[src/fwq_pkg.sv]
package fwq_pkg;

	localparam int WAIT_DEPTH_DEF     = 16;
	localparam int ADDR_BITS_DEF      = 48;
	localparam int THREAD_ID_BITS_DEF = 8;

	localparam int REQ_BITS    = 2;
	localparam int VALUE_BITS  = 32;
	localparam int STATUS_BITS = 3;
	localparam int COUNT_BITS  = 5;

	localparam logic [REQ_BITS-1:0] REQ_WAIT    = 2'd0;
	localparam logic [REQ_BITS-1:0] REQ_WAKE    = 2'd1;
	localparam logic [REQ_BITS-1:0] REQ_CANCEL  = 2'd2;
	localparam logic [REQ_BITS-1:0] REQ_UNKNOWN = 2'd3;

	localparam logic [STATUS_BITS-1:0] ST_OK       = 3'd0;
	localparam logic [STATUS_BITS-1:0] ST_FAULT    = 3'd1;
	localparam logic [STATUS_BITS-1:0] ST_MISMATCH = 3'd2;
	localparam logic [STATUS_BITS-1:0] ST_INTR     = 3'd3;
	localparam logic [STATUS_BITS-1:0] ST_UNKNOWN  = 3'd4;
	localparam logic [STATUS_BITS-1:0] ST_FULL     = 3'd5;

	// control broadcast to every cell of the row
	typedef struct packed {
		logic append;
		logic remove;
		logic by_tid;
	} cell_ctl_t;

endpackage

[src/fwq_cell.sv]
module fwq_cell #(
	parameter int ADDR_BITS      = fwq_pkg::ADDR_BITS_DEF,
	parameter int THREAD_ID_BITS = fwq_pkg::THREAD_ID_BITS_DEF
) (
	input  logic                      clk,
	input  logic                      arst_n,
	input  fwq_pkg::cell_ctl_t        ctl,
	input  logic [ADDR_BITS-1:0]      key_addr,
	input  logic [THREAD_ID_BITS-1:0] key_tid,
	input  logic                      prev_valid,
	input  logic                      next_valid,
	input  logic [ADDR_BITS-1:0]      next_addr,
	input  logic [THREAD_ID_BITS-1:0] next_tid,
	input  logic                      hit_in,
	input  logic [THREAD_ID_BITS-1:0] hit_tid_in,
	output logic                      valid,
	output logic [ADDR_BITS-1:0]      addr,
	output logic [THREAD_ID_BITS-1:0] tid,
	output logic                      hit_out,
	output logic [THREAD_ID_BITS-1:0] hit_tid_out
);

	logic                      valid_q;
	logic [ADDR_BITS-1:0]      addr_q;
	logic [THREAD_ID_BITS-1:0] tid_q;
	logic                      match;
	logic                      shift;
	logic                      load;

	assign match = valid_q & (ctl.by_tid ? (tid_q == key_tid) : (addr_q == key_addr));
	// at and above the oldest hit, take the neighbor's entry
	assign shift = ctl.remove & (hit_in | match);
	// the first empty cell takes the new waiter
	assign load  = ctl.append & ~valid_q & prev_valid;

	assign hit_out     = hit_in | match;
	assign hit_tid_out = (match & ~hit_in) ? tid_q : hit_tid_in;

	always_ff @(posedge clk or negedge arst_n) begin
		if (!arst_n) begin
			valid_q <= 1'b0;
		end else if (shift) begin
			valid_q <= next_valid;
		end else if (load) begin
			valid_q <= 1'b1;
		end
	end

	always_ff @(posedge clk) begin
		if (shift) begin
			addr_q <= next_addr;
			tid_q  <= next_tid;
		end else if (load) begin
			addr_q <= key_addr;
			tid_q  <= key_tid;
		end
	end

	assign valid = valid_q;
	assign addr  = addr_q;
	assign tid   = tid_q;

endmodule

[src/futex_wait_queue.sv]
// channel   direction  handshake            payload
// request   in         in_valid / in_ready  req_type addr addr_ok thread_id
//                                           current_value expected_or_count
// result    out        out_valid / out_ready status woken_thread woken_count last
//
// one request at a time: the request is captured while idle, then executed in the EXEC state
// wait, cancel and unknown ops give one result; a wake releasing k waiters gives k + 1 results,
// one result per cycle while out_ready holds, since the cell row removes one entry per cycle
// a result held by out_ready low stalls execution; no new request until the last result
// reset empties the table at once through the per-cell valid flops, no clearing pass
module futex_wait_queue #(
	parameter int WAIT_DEPTH     = fwq_pkg::WAIT_DEPTH_DEF,
	parameter int ADDR_BITS      = fwq_pkg::ADDR_BITS_DEF,
	parameter int THREAD_ID_BITS = fwq_pkg::THREAD_ID_BITS_DEF
) (
	input  logic                               clk,
	input  logic                               arst_n,
	input  logic                               in_valid,
	output logic                               in_ready,
	input  logic [fwq_pkg::REQ_BITS-1:0]       req_type,
	input  logic [ADDR_BITS-1:0]               addr,
	input  logic                               addr_ok,
	input  logic [THREAD_ID_BITS-1:0]          thread_id,
	input  logic [fwq_pkg::VALUE_BITS-1:0]     current_value,
	input  logic [fwq_pkg::VALUE_BITS-1:0]     expected_or_count,
	output logic                               out_valid,
	input  logic                               out_ready,
	output logic [fwq_pkg::STATUS_BITS-1:0]    status,
	output logic [THREAD_ID_BITS-1:0]          woken_thread,
	output logic [fwq_pkg::COUNT_BITS-1:0]     woken_count,
	output logic                               last
);

	localparam int CNT_W = $clog2(WAIT_DEPTH + 1);

	// controller states
	localparam logic ST_IDLE = 1'b0;
	localparam logic ST_EXEC = 1'b1;

	logic state_q;

	// captured request
	logic [fwq_pkg::REQ_BITS-1:0]   req_q;
	logic [ADDR_BITS-1:0]           addr_q;
	logic                           ok_q;
	logic [THREAD_ID_BITS-1:0]      tid_q;
	logic [fwq_pkg::VALUE_BITS-1:0] cur_q;
	logic [fwq_pkg::VALUE_BITS-1:0] arg_q;
	logic [CNT_W-1:0]               woken_q;

	// result register
	logic                            out_valid_q;
	logic [fwq_pkg::STATUS_BITS-1:0] status_q;
	logic [THREAD_ID_BITS-1:0]       thread_q;
	logic [fwq_pkg::COUNT_BITS-1:0]  count_q;
	logic                            last_q;

	// cell row links; the entry past the end reads as empty
	logic                      chain_valid [WAIT_DEPTH+1];
	logic [ADDR_BITS-1:0]      chain_addr  [WAIT_DEPTH+1];
	logic [THREAD_ID_BITS-1:0] chain_tid   [WAIT_DEPTH+1];
	logic                      hit         [WAIT_DEPTH+1];
	logic [THREAD_ID_BITS-1:0] hit_tid     [WAIT_DEPTH+1];

	fwq_pkg::cell_ctl_t        ctl;
	logic                      fire;
	logic                      full;
	logic                      any_hit;
	logic                      value_eq;
	logic [fwq_pkg::STATUS_BITS-1:0] nx_status;
	logic [THREAD_ID_BITS-1:0]       nx_thread;
	logic [fwq_pkg::COUNT_BITS-1:0]  nx_count;
	logic                            nx_last;
	logic                            nx_woke;

	assign chain_valid[WAIT_DEPTH] = 1'b0;
	assign chain_addr[WAIT_DEPTH]  = '0;
	assign chain_tid[WAIT_DEPTH]   = '0;
	assign hit[0]                  = 1'b0;
	assign hit_tid[0]              = '0;

	for (genvar i = 0; i < WAIT_DEPTH; i++) begin : g_cell
		logic prev_v;
		if (i == 0) begin : g_head
			assign prev_v = 1'b1;
		end else begin : g_body
			assign prev_v = chain_valid[i-1];
		end

		fwq_cell #(
			.ADDR_BITS      (ADDR_BITS),
			.THREAD_ID_BITS (THREAD_ID_BITS)
		) u_cell (
			.clk         (clk),
			.arst_n      (arst_n),
			.ctl         (ctl),
			.key_addr    (addr_q),
			.key_tid     (tid_q),
			.prev_valid  (prev_v),
			.next_valid  (chain_valid[i+1]),
			.next_addr   (chain_addr[i+1]),
			.next_tid    (chain_tid[i+1]),
			.hit_in      (hit[i]),
			.hit_tid_in  (hit_tid[i]),
			.valid       (chain_valid[i]),
			.addr        (chain_addr[i]),
			.tid         (chain_tid[i]),
			.hit_out     (hit[i+1]),
			.hit_tid_out (hit_tid[i+1])
		);
	end

	assign in_ready = (state_q == ST_IDLE);
	// result register is free or drains this cycle
	assign fire     = (state_q == ST_EXEC) & (~out_valid_q | out_ready);
	// compacted table: the last cell holds an entry only when every cell does
	assign full     = chain_valid[WAIT_DEPTH-1];
	assign any_hit  = hit[WAIT_DEPTH];
	assign value_eq = (cur_q == arg_q);

	always_comb begin
		ctl        = '0;
		nx_status  = fwq_pkg::ST_OK;
		nx_thread  = '0;
		nx_count   = '0;
		nx_last    = 1'b1;
		nx_woke    = 1'b0;
		case (req_q)
			fwq_pkg::REQ_WAIT: begin
				if (!ok_q) begin
					nx_status = fwq_pkg::ST_FAULT;
				end else if (!value_eq) begin
					nx_status = fwq_pkg::ST_MISMATCH;
				end else if (full) begin
					nx_status = fwq_pkg::ST_FULL;
				end else begin
					ctl.append = fire;
				end
			end
			fwq_pkg::REQ_WAKE: begin
				if (!ok_q) begin
					nx_status = fwq_pkg::ST_FAULT;
				end else if ((fwq_pkg::VALUE_BITS'(woken_q) < arg_q) && any_hit) begin
					// release the oldest waiter on the address
					nx_thread  = hit_tid[WAIT_DEPTH];
					nx_last    = 1'b0;
					nx_woke    = 1'b1;
					ctl.remove = fire;
				end else begin
					nx_count = fwq_pkg::COUNT_BITS'(woken_q);
				end
			end
			fwq_pkg::REQ_CANCEL: begin
				ctl.by_tid = 1'b1;
				if (any_hit) begin
					nx_status  = fwq_pkg::ST_INTR;
					ctl.remove = fire;
				end
			end
			default: begin
				nx_status = fwq_pkg::ST_UNKNOWN;
			end
		endcase
	end

	always_ff @(posedge clk or negedge arst_n) begin
		if (!arst_n) begin
			state_q     <= ST_IDLE;
			out_valid_q <= 1'b0;
		end else begin
			if (in_valid && in_ready) begin
				state_q <= ST_EXEC;
			end else if (fire && nx_last) begin
				state_q <= ST_IDLE;
			end
			if (fire) begin
				out_valid_q <= 1'b1;
			end else if (out_ready) begin
				out_valid_q <= 1'b0;
			end
		end
	end

	always_ff @(posedge clk) begin
		if (in_valid && in_ready) begin
			req_q   <= req_type;
			addr_q  <= addr;
			ok_q    <= addr_ok;
			tid_q   <= thread_id;
			cur_q   <= current_value;
			arg_q   <= expected_or_count;
			woken_q <= '0;
		end else if (fire && nx_woke) begin
			woken_q <= woken_q + CNT_W'(1);
		end
		if (fire) begin
			status_q <= nx_status;
			thread_q <= nx_thread;
			count_q  <= nx_count;
			last_q   <= nx_last;
		end
	end

	assign out_valid    = out_valid_q;
	assign status       = status_q;
	assign woken_thread = thread_q;
	assign woken_count  = count_q;
	assign last         = last_q;

endmodule

[config.mk]
export PLATFORM = sky130hd
export DESIGN_NAME = futex_wait_queue
export DESIGN_NICKNAME = d
export VERILOG_FILES = /design/src/fwq_pkg.sv /design/src/fwq_cell.sv /design/src/futex_wait_queue.sv
export SDC_FILE = /design/constraint.sdc
export NUM_CORES = 2
export LEC_CHECK = 0
export BUFFER_PORTS_ARGS = -buffer_cell sky130_fd_sc_hd__buf_2
export CORE_UTILIZATION = 57
export DETAILED_ROUTE_END_ITERATION = 8
export PLACE_DENSITY = 0.86
export SYNTH_ARGS = -nofsm -noshare
export SYNTH_HDL_FRONTEND = slang
export SYNTH_SLANG_ARGS = --single-unit
[constraint.sdc]
create_clock -name clk -period 7.1 [get_ports clk]
set_clock_uncertainty 0.1 [all_clocks]
set_input_delay 1.065 -clock clk [delete_from_list [all_inputs] [get_ports clk]]
set_output_delay 1.065 -clock clk [all_outputs]
set_load 0.01 [all_outputs]
==> flow_summary.rst <==
.. list-table::
   :header-rows: 1

   * - Metric
     - Value
   * - Synth warnings
     - 0
   * - Worst Setup End Kind
     - register
   * - Final Slew Violations
     - 17
   * - Post-Synthesis Cell Area
     - 56500 sq um
   * - Count of H-tree levels built during CTS
     - 3
   * - Global-route wire length before repair
     - 243000 um
   * - Post-CTS Hold Buffers
     - 0
   * - Startpoint type of the worst setup path
     - register
   * - Final wirelength
     - 168000 um
   * - Core outline area
     - 98300 sq um
   * - Avg Inst Size Synth
     - 13.7 sq um
   * - Number of cells in the design after placement
     - 5360
   * - Outcome
     - finished with violations
   * - CTS resizes
     - 0
   * - Cells after Synth
     - 4140
   * - Number of unique standard cell types used by synthesis
     - 85
   * - Most used flip-flop cell after synthesis
     - edfxtp_1
   * - Power per cell area
     - 230 nW/um^2
   * - Layout Area Growth over Synthesis
     - 9.09%
   * - Detail Route Antenna Nets
     - 0
   * - Maximum number of pins on one net before global-route repair
     - 64
   * - Maximum count of clock buffers along a single path
     - 3
   * - Share of the cycle needed by the critical path after routing
     - 0.918
   * - Routability congestion estimate from global placement
     - 1.01
   * - IO Count
     - 146
   * - Failing checks
     - capacitance limit, slew limit
   * - Clock slew at the register clock pins of the worst setup and hold paths
     - 0.07 ns
   * - Worst flop-to-flop path startpoint
     - addr_q[8]
   * - Reg2Reg Depth
     - 14
   * - Number of global-route vias before repair
     - 36213
   * - Overall global routing resource usage
     - 0.334
   * - Vertical die dimension
     - 317 um
   * - Setup repair after global routing missed its margin
     - false
   * - Worst reg2reg path endpoint
     - g_cell[10].u_cell.addr[1]
   * - Upper clock frequency limit
     - 0.153 GHz
   * - Min-Delay Path Class
     - in2async
   * - Number of antenna violations at the first check in global routing
     - 14
   * - Die width
     - 317 um
   * - Share of async-settable or async-resettable flops after synthesis
     - 0.0170
   * - Seq cells post-synth
     - 1059
   * - Global route overflow
     - 0
   * - Maximum fanout along the worst path
     - 57
   * - Share of final-layout standard cells stronger than drive strength 1
     - 0.306
   * - Seq/Total Area, Yosys
     - 0.550
   * - Worst Path Arrival
     - 6.86 ns
   * - Number of flops mapped to enable cells by yosys
     - 980
   * - Critical path class
     - reg2reg
   * - IO buf count
     - 145
   * - Number of nets in the final layout
     - 4319
   * - Post-synth net total
     - 4276
   * - Detailed-route via count
     - 36649
   * - Drt first-iter violations
     - 5550
   * - Normalized max-slew margin
     - -0.0237
   * - Total half-perimeter wirelength after legalization and detailed placement
     - 115000 um
   * - Flop2flop setup slack
     - 0.58 ns
   * - Non-filler instance count after layout
     - 5564
   * - Total Neg Setup Slack
     - 0 ns
   * - Buffer type at the clock tree root
     - clkbuf_16
   * - Slew @ Worst Pin
     - 1.54 ns
   * - Fillers
     - 7012
   * - Vias per Instance
     - 6.59
   * - CTS buffer count
     - 107
   * - Initial cell density of the core
     - 0.575
   * - Row cnt
     - 115
   * - Clock tree from TritonCTS
     - done
   * - Detailed-routing iteration count for the pre-antenna-repair pass
     - 8
   * - Leakage component of the power
     - 21.0 nW
   * - Setup violators final
     - 0
   * - Number of endpoints with negative hold slack in the final report
     - 0
   * - Worst Setup SP
     - addr_q[8]
   * - Max-cap check violation count
     - 1
   * - Average detailed-routed wire length per instance
     - 30.3 um
   * - Clock Sink Count
     - 1059
   * - Area enclosed by the die boundary
     - 100000 sq um
   * - Post-route DRC violation count
     - 0
   * - Worst endpoint required time
     - 7.44 ns
   * - Final Critical Period
     - 6.52 ns
   * - Clock latency at the later pin of the worst-skew pair
     - 0.71 ns
   * - Maximum resistive drop on vdd
     - 234 uV
   * - Setup repair bufs after CTS
     - 0
## synthesized netlist by cell type, types with 7 or more instances
master / n / share of area
dfxtp_1: 61 / 0.022
nor4_1: 185 / 0.020
xor2_1: 631 / 0.098
a22oi_1: 12 / 0.0016
nand3_1: 49 / 0.0043
nand2_1: 177 / 0.012
buf_6: 65 / 0.013
clkbuf_1: 97 / 0.0064
o22ai_1: 8 / 0.00089
nor2_1: 32 / 0.0021
edfxtp_1: 980 / 0.52
nand4_1: 126 / 0.014
o21ai_0: 40 / 0.0035
nand2b_1: 11 / 0.0012
mux2_1: 37 / 0.0074
dfrtp_1: 18 / 0.0080
mux2_2: 782 / 0.16
a21oi_1: 94 / 0.0083
mux2_4: 19 / 0.0050
nor3_1: 28 / 0.0025
or3_1: 11 / 0.0012
a41o_1: 7 / 0.0012
ha_1: 9 / 0.0020
buf_4: 96 / 0.013
inv_1: 32 / 0.0021
and2_1: 10 / 0.0011
buf_2: 92 / 0.0081
nor2b_1: 11 / 0.0012
xnor2_1: 299 / 0.046
## how the worst max path moves through the flow
stage | end | slack, ns | depth (start not counted)
2_1_floorplan | g_cell[12].u_cell.addr[0] | 0.71 | 8
3_3_place_gp | g_cell[13].u_cell.addr[41] | 1.02 | 12
3_5_place_dp | g_cell[10].u_cell.addr[1] | 0.88 | 14
4_1_cts | g_cell[10].u_cell.addr[1] | 0.85 | 14
5_1_grt | g_cell[10].u_cell.addr[1] | 0.38 | 14
6_report | g_cell[10].u_cell.addr[1] | 0.58 | 14
## layer usage
metal  global-route usage  routed length (um)
met1                0.436               61200
met3               0.0840               20600
met4                0.165                9590
met2                0.519               76800
met5                    0                 153
## where the power goes
part           switching, mW  leakage, nW  internal [mW]
Combinational          0.735         9.59          0.543
Clock                   2.52         1.75           3.38
Sequential             0.110         9.61           6.93
## placed cells by master, fill, tap and decap left out, types with 110 or more instances in the layout
master     Yosys  final
edfxtp_1     980    980
mux2_2       782    782
xor2_1       631    631
xnor2_1      299    299
nor4_1       185    184
nand2_1      177    175
buf_2         92    145
buf_4         96    132
nand4_1      126    126
clkbuf_16      0    110
## registers in the layout, summed over array words and instances, names as in the netlist
register             count
addr_q                  48
woken_thread             8
status                   3
woken_count              5
last                     1
g_cell.u_cell.valid     16
out_valid                1
tid_q                    8
g_cell.u_cell.tid      128
cur_q                   32
g_cell.u_cell.addr     768
woken_q                  5
state_q                  1
arg_q                   32
req_q                    2
ok_q                     1
## worst max-delay path, cell delays in order (launching register included)
cell and delay [ns]:
edfxtp_1 1.37, buf_4 0.28, xor2_1 0.16, nor4_1 0.08, nand4_1 0.37, nor4_1 0.14, buf_4 0.16, a41o_1 0.24
nor4_1 0.74, nor4b_4 0.92, and2_4 0.35, nor2_4 0.09, o21ai_4 0.09, buf_4 0.60, mux2_2 0.43
## cells by family (layout without fill, tap and decap cells)
kind of cell / count (synthesis) / in the layout / synth area share
xor+xnor: 930 / 930 / 0.144
fa+ha+maj: 9 / 9 / 0.00199
compound gates: 224 / 224 / 0.0250
other cells: 0 / 6 / 0
buf+inv: 390 / 521 / 0.0430
mux: 840 / 840 / 0.168
flops: 1059 / 1059 / 0.550
simple gates: 688 / 688 / 0.0675
## area by class of cell
type | count | area, sq um | share of cell area
multi-input combinational | 2691 | 23300 | 0.377
timing repair buffer | 290 | 1980 | 0.0322
antenna | 6 | 15.0 | 0.000243
sequential | 1059 | 31100 | 0.504
tap | 1287 | 1610 | 0.0261
clock inverter | 52 | 627 | 0.0102
clock buffer | 145 | 2940 | 0.0477
inverter | 34 | 128 | 0.00207
## through the flow
stage,worst slack (ns),hold WS [ns],utilization,area [sq um],total power [mW]
after global routing,0.375,0.259,0.628,61700,14.5
final,0.583,0.233,0.628,61700,14.2
after global placement,1.02,0.364,0.591,58100,8.35
after detailed placement,0.877,0.371,0.591,58100,8.39
after floorplan,0.705,0.358,-,56500,8.03
after CTS,0.853,0.210,0.627,61600,14.2
(Power assumes the default switching activity.)
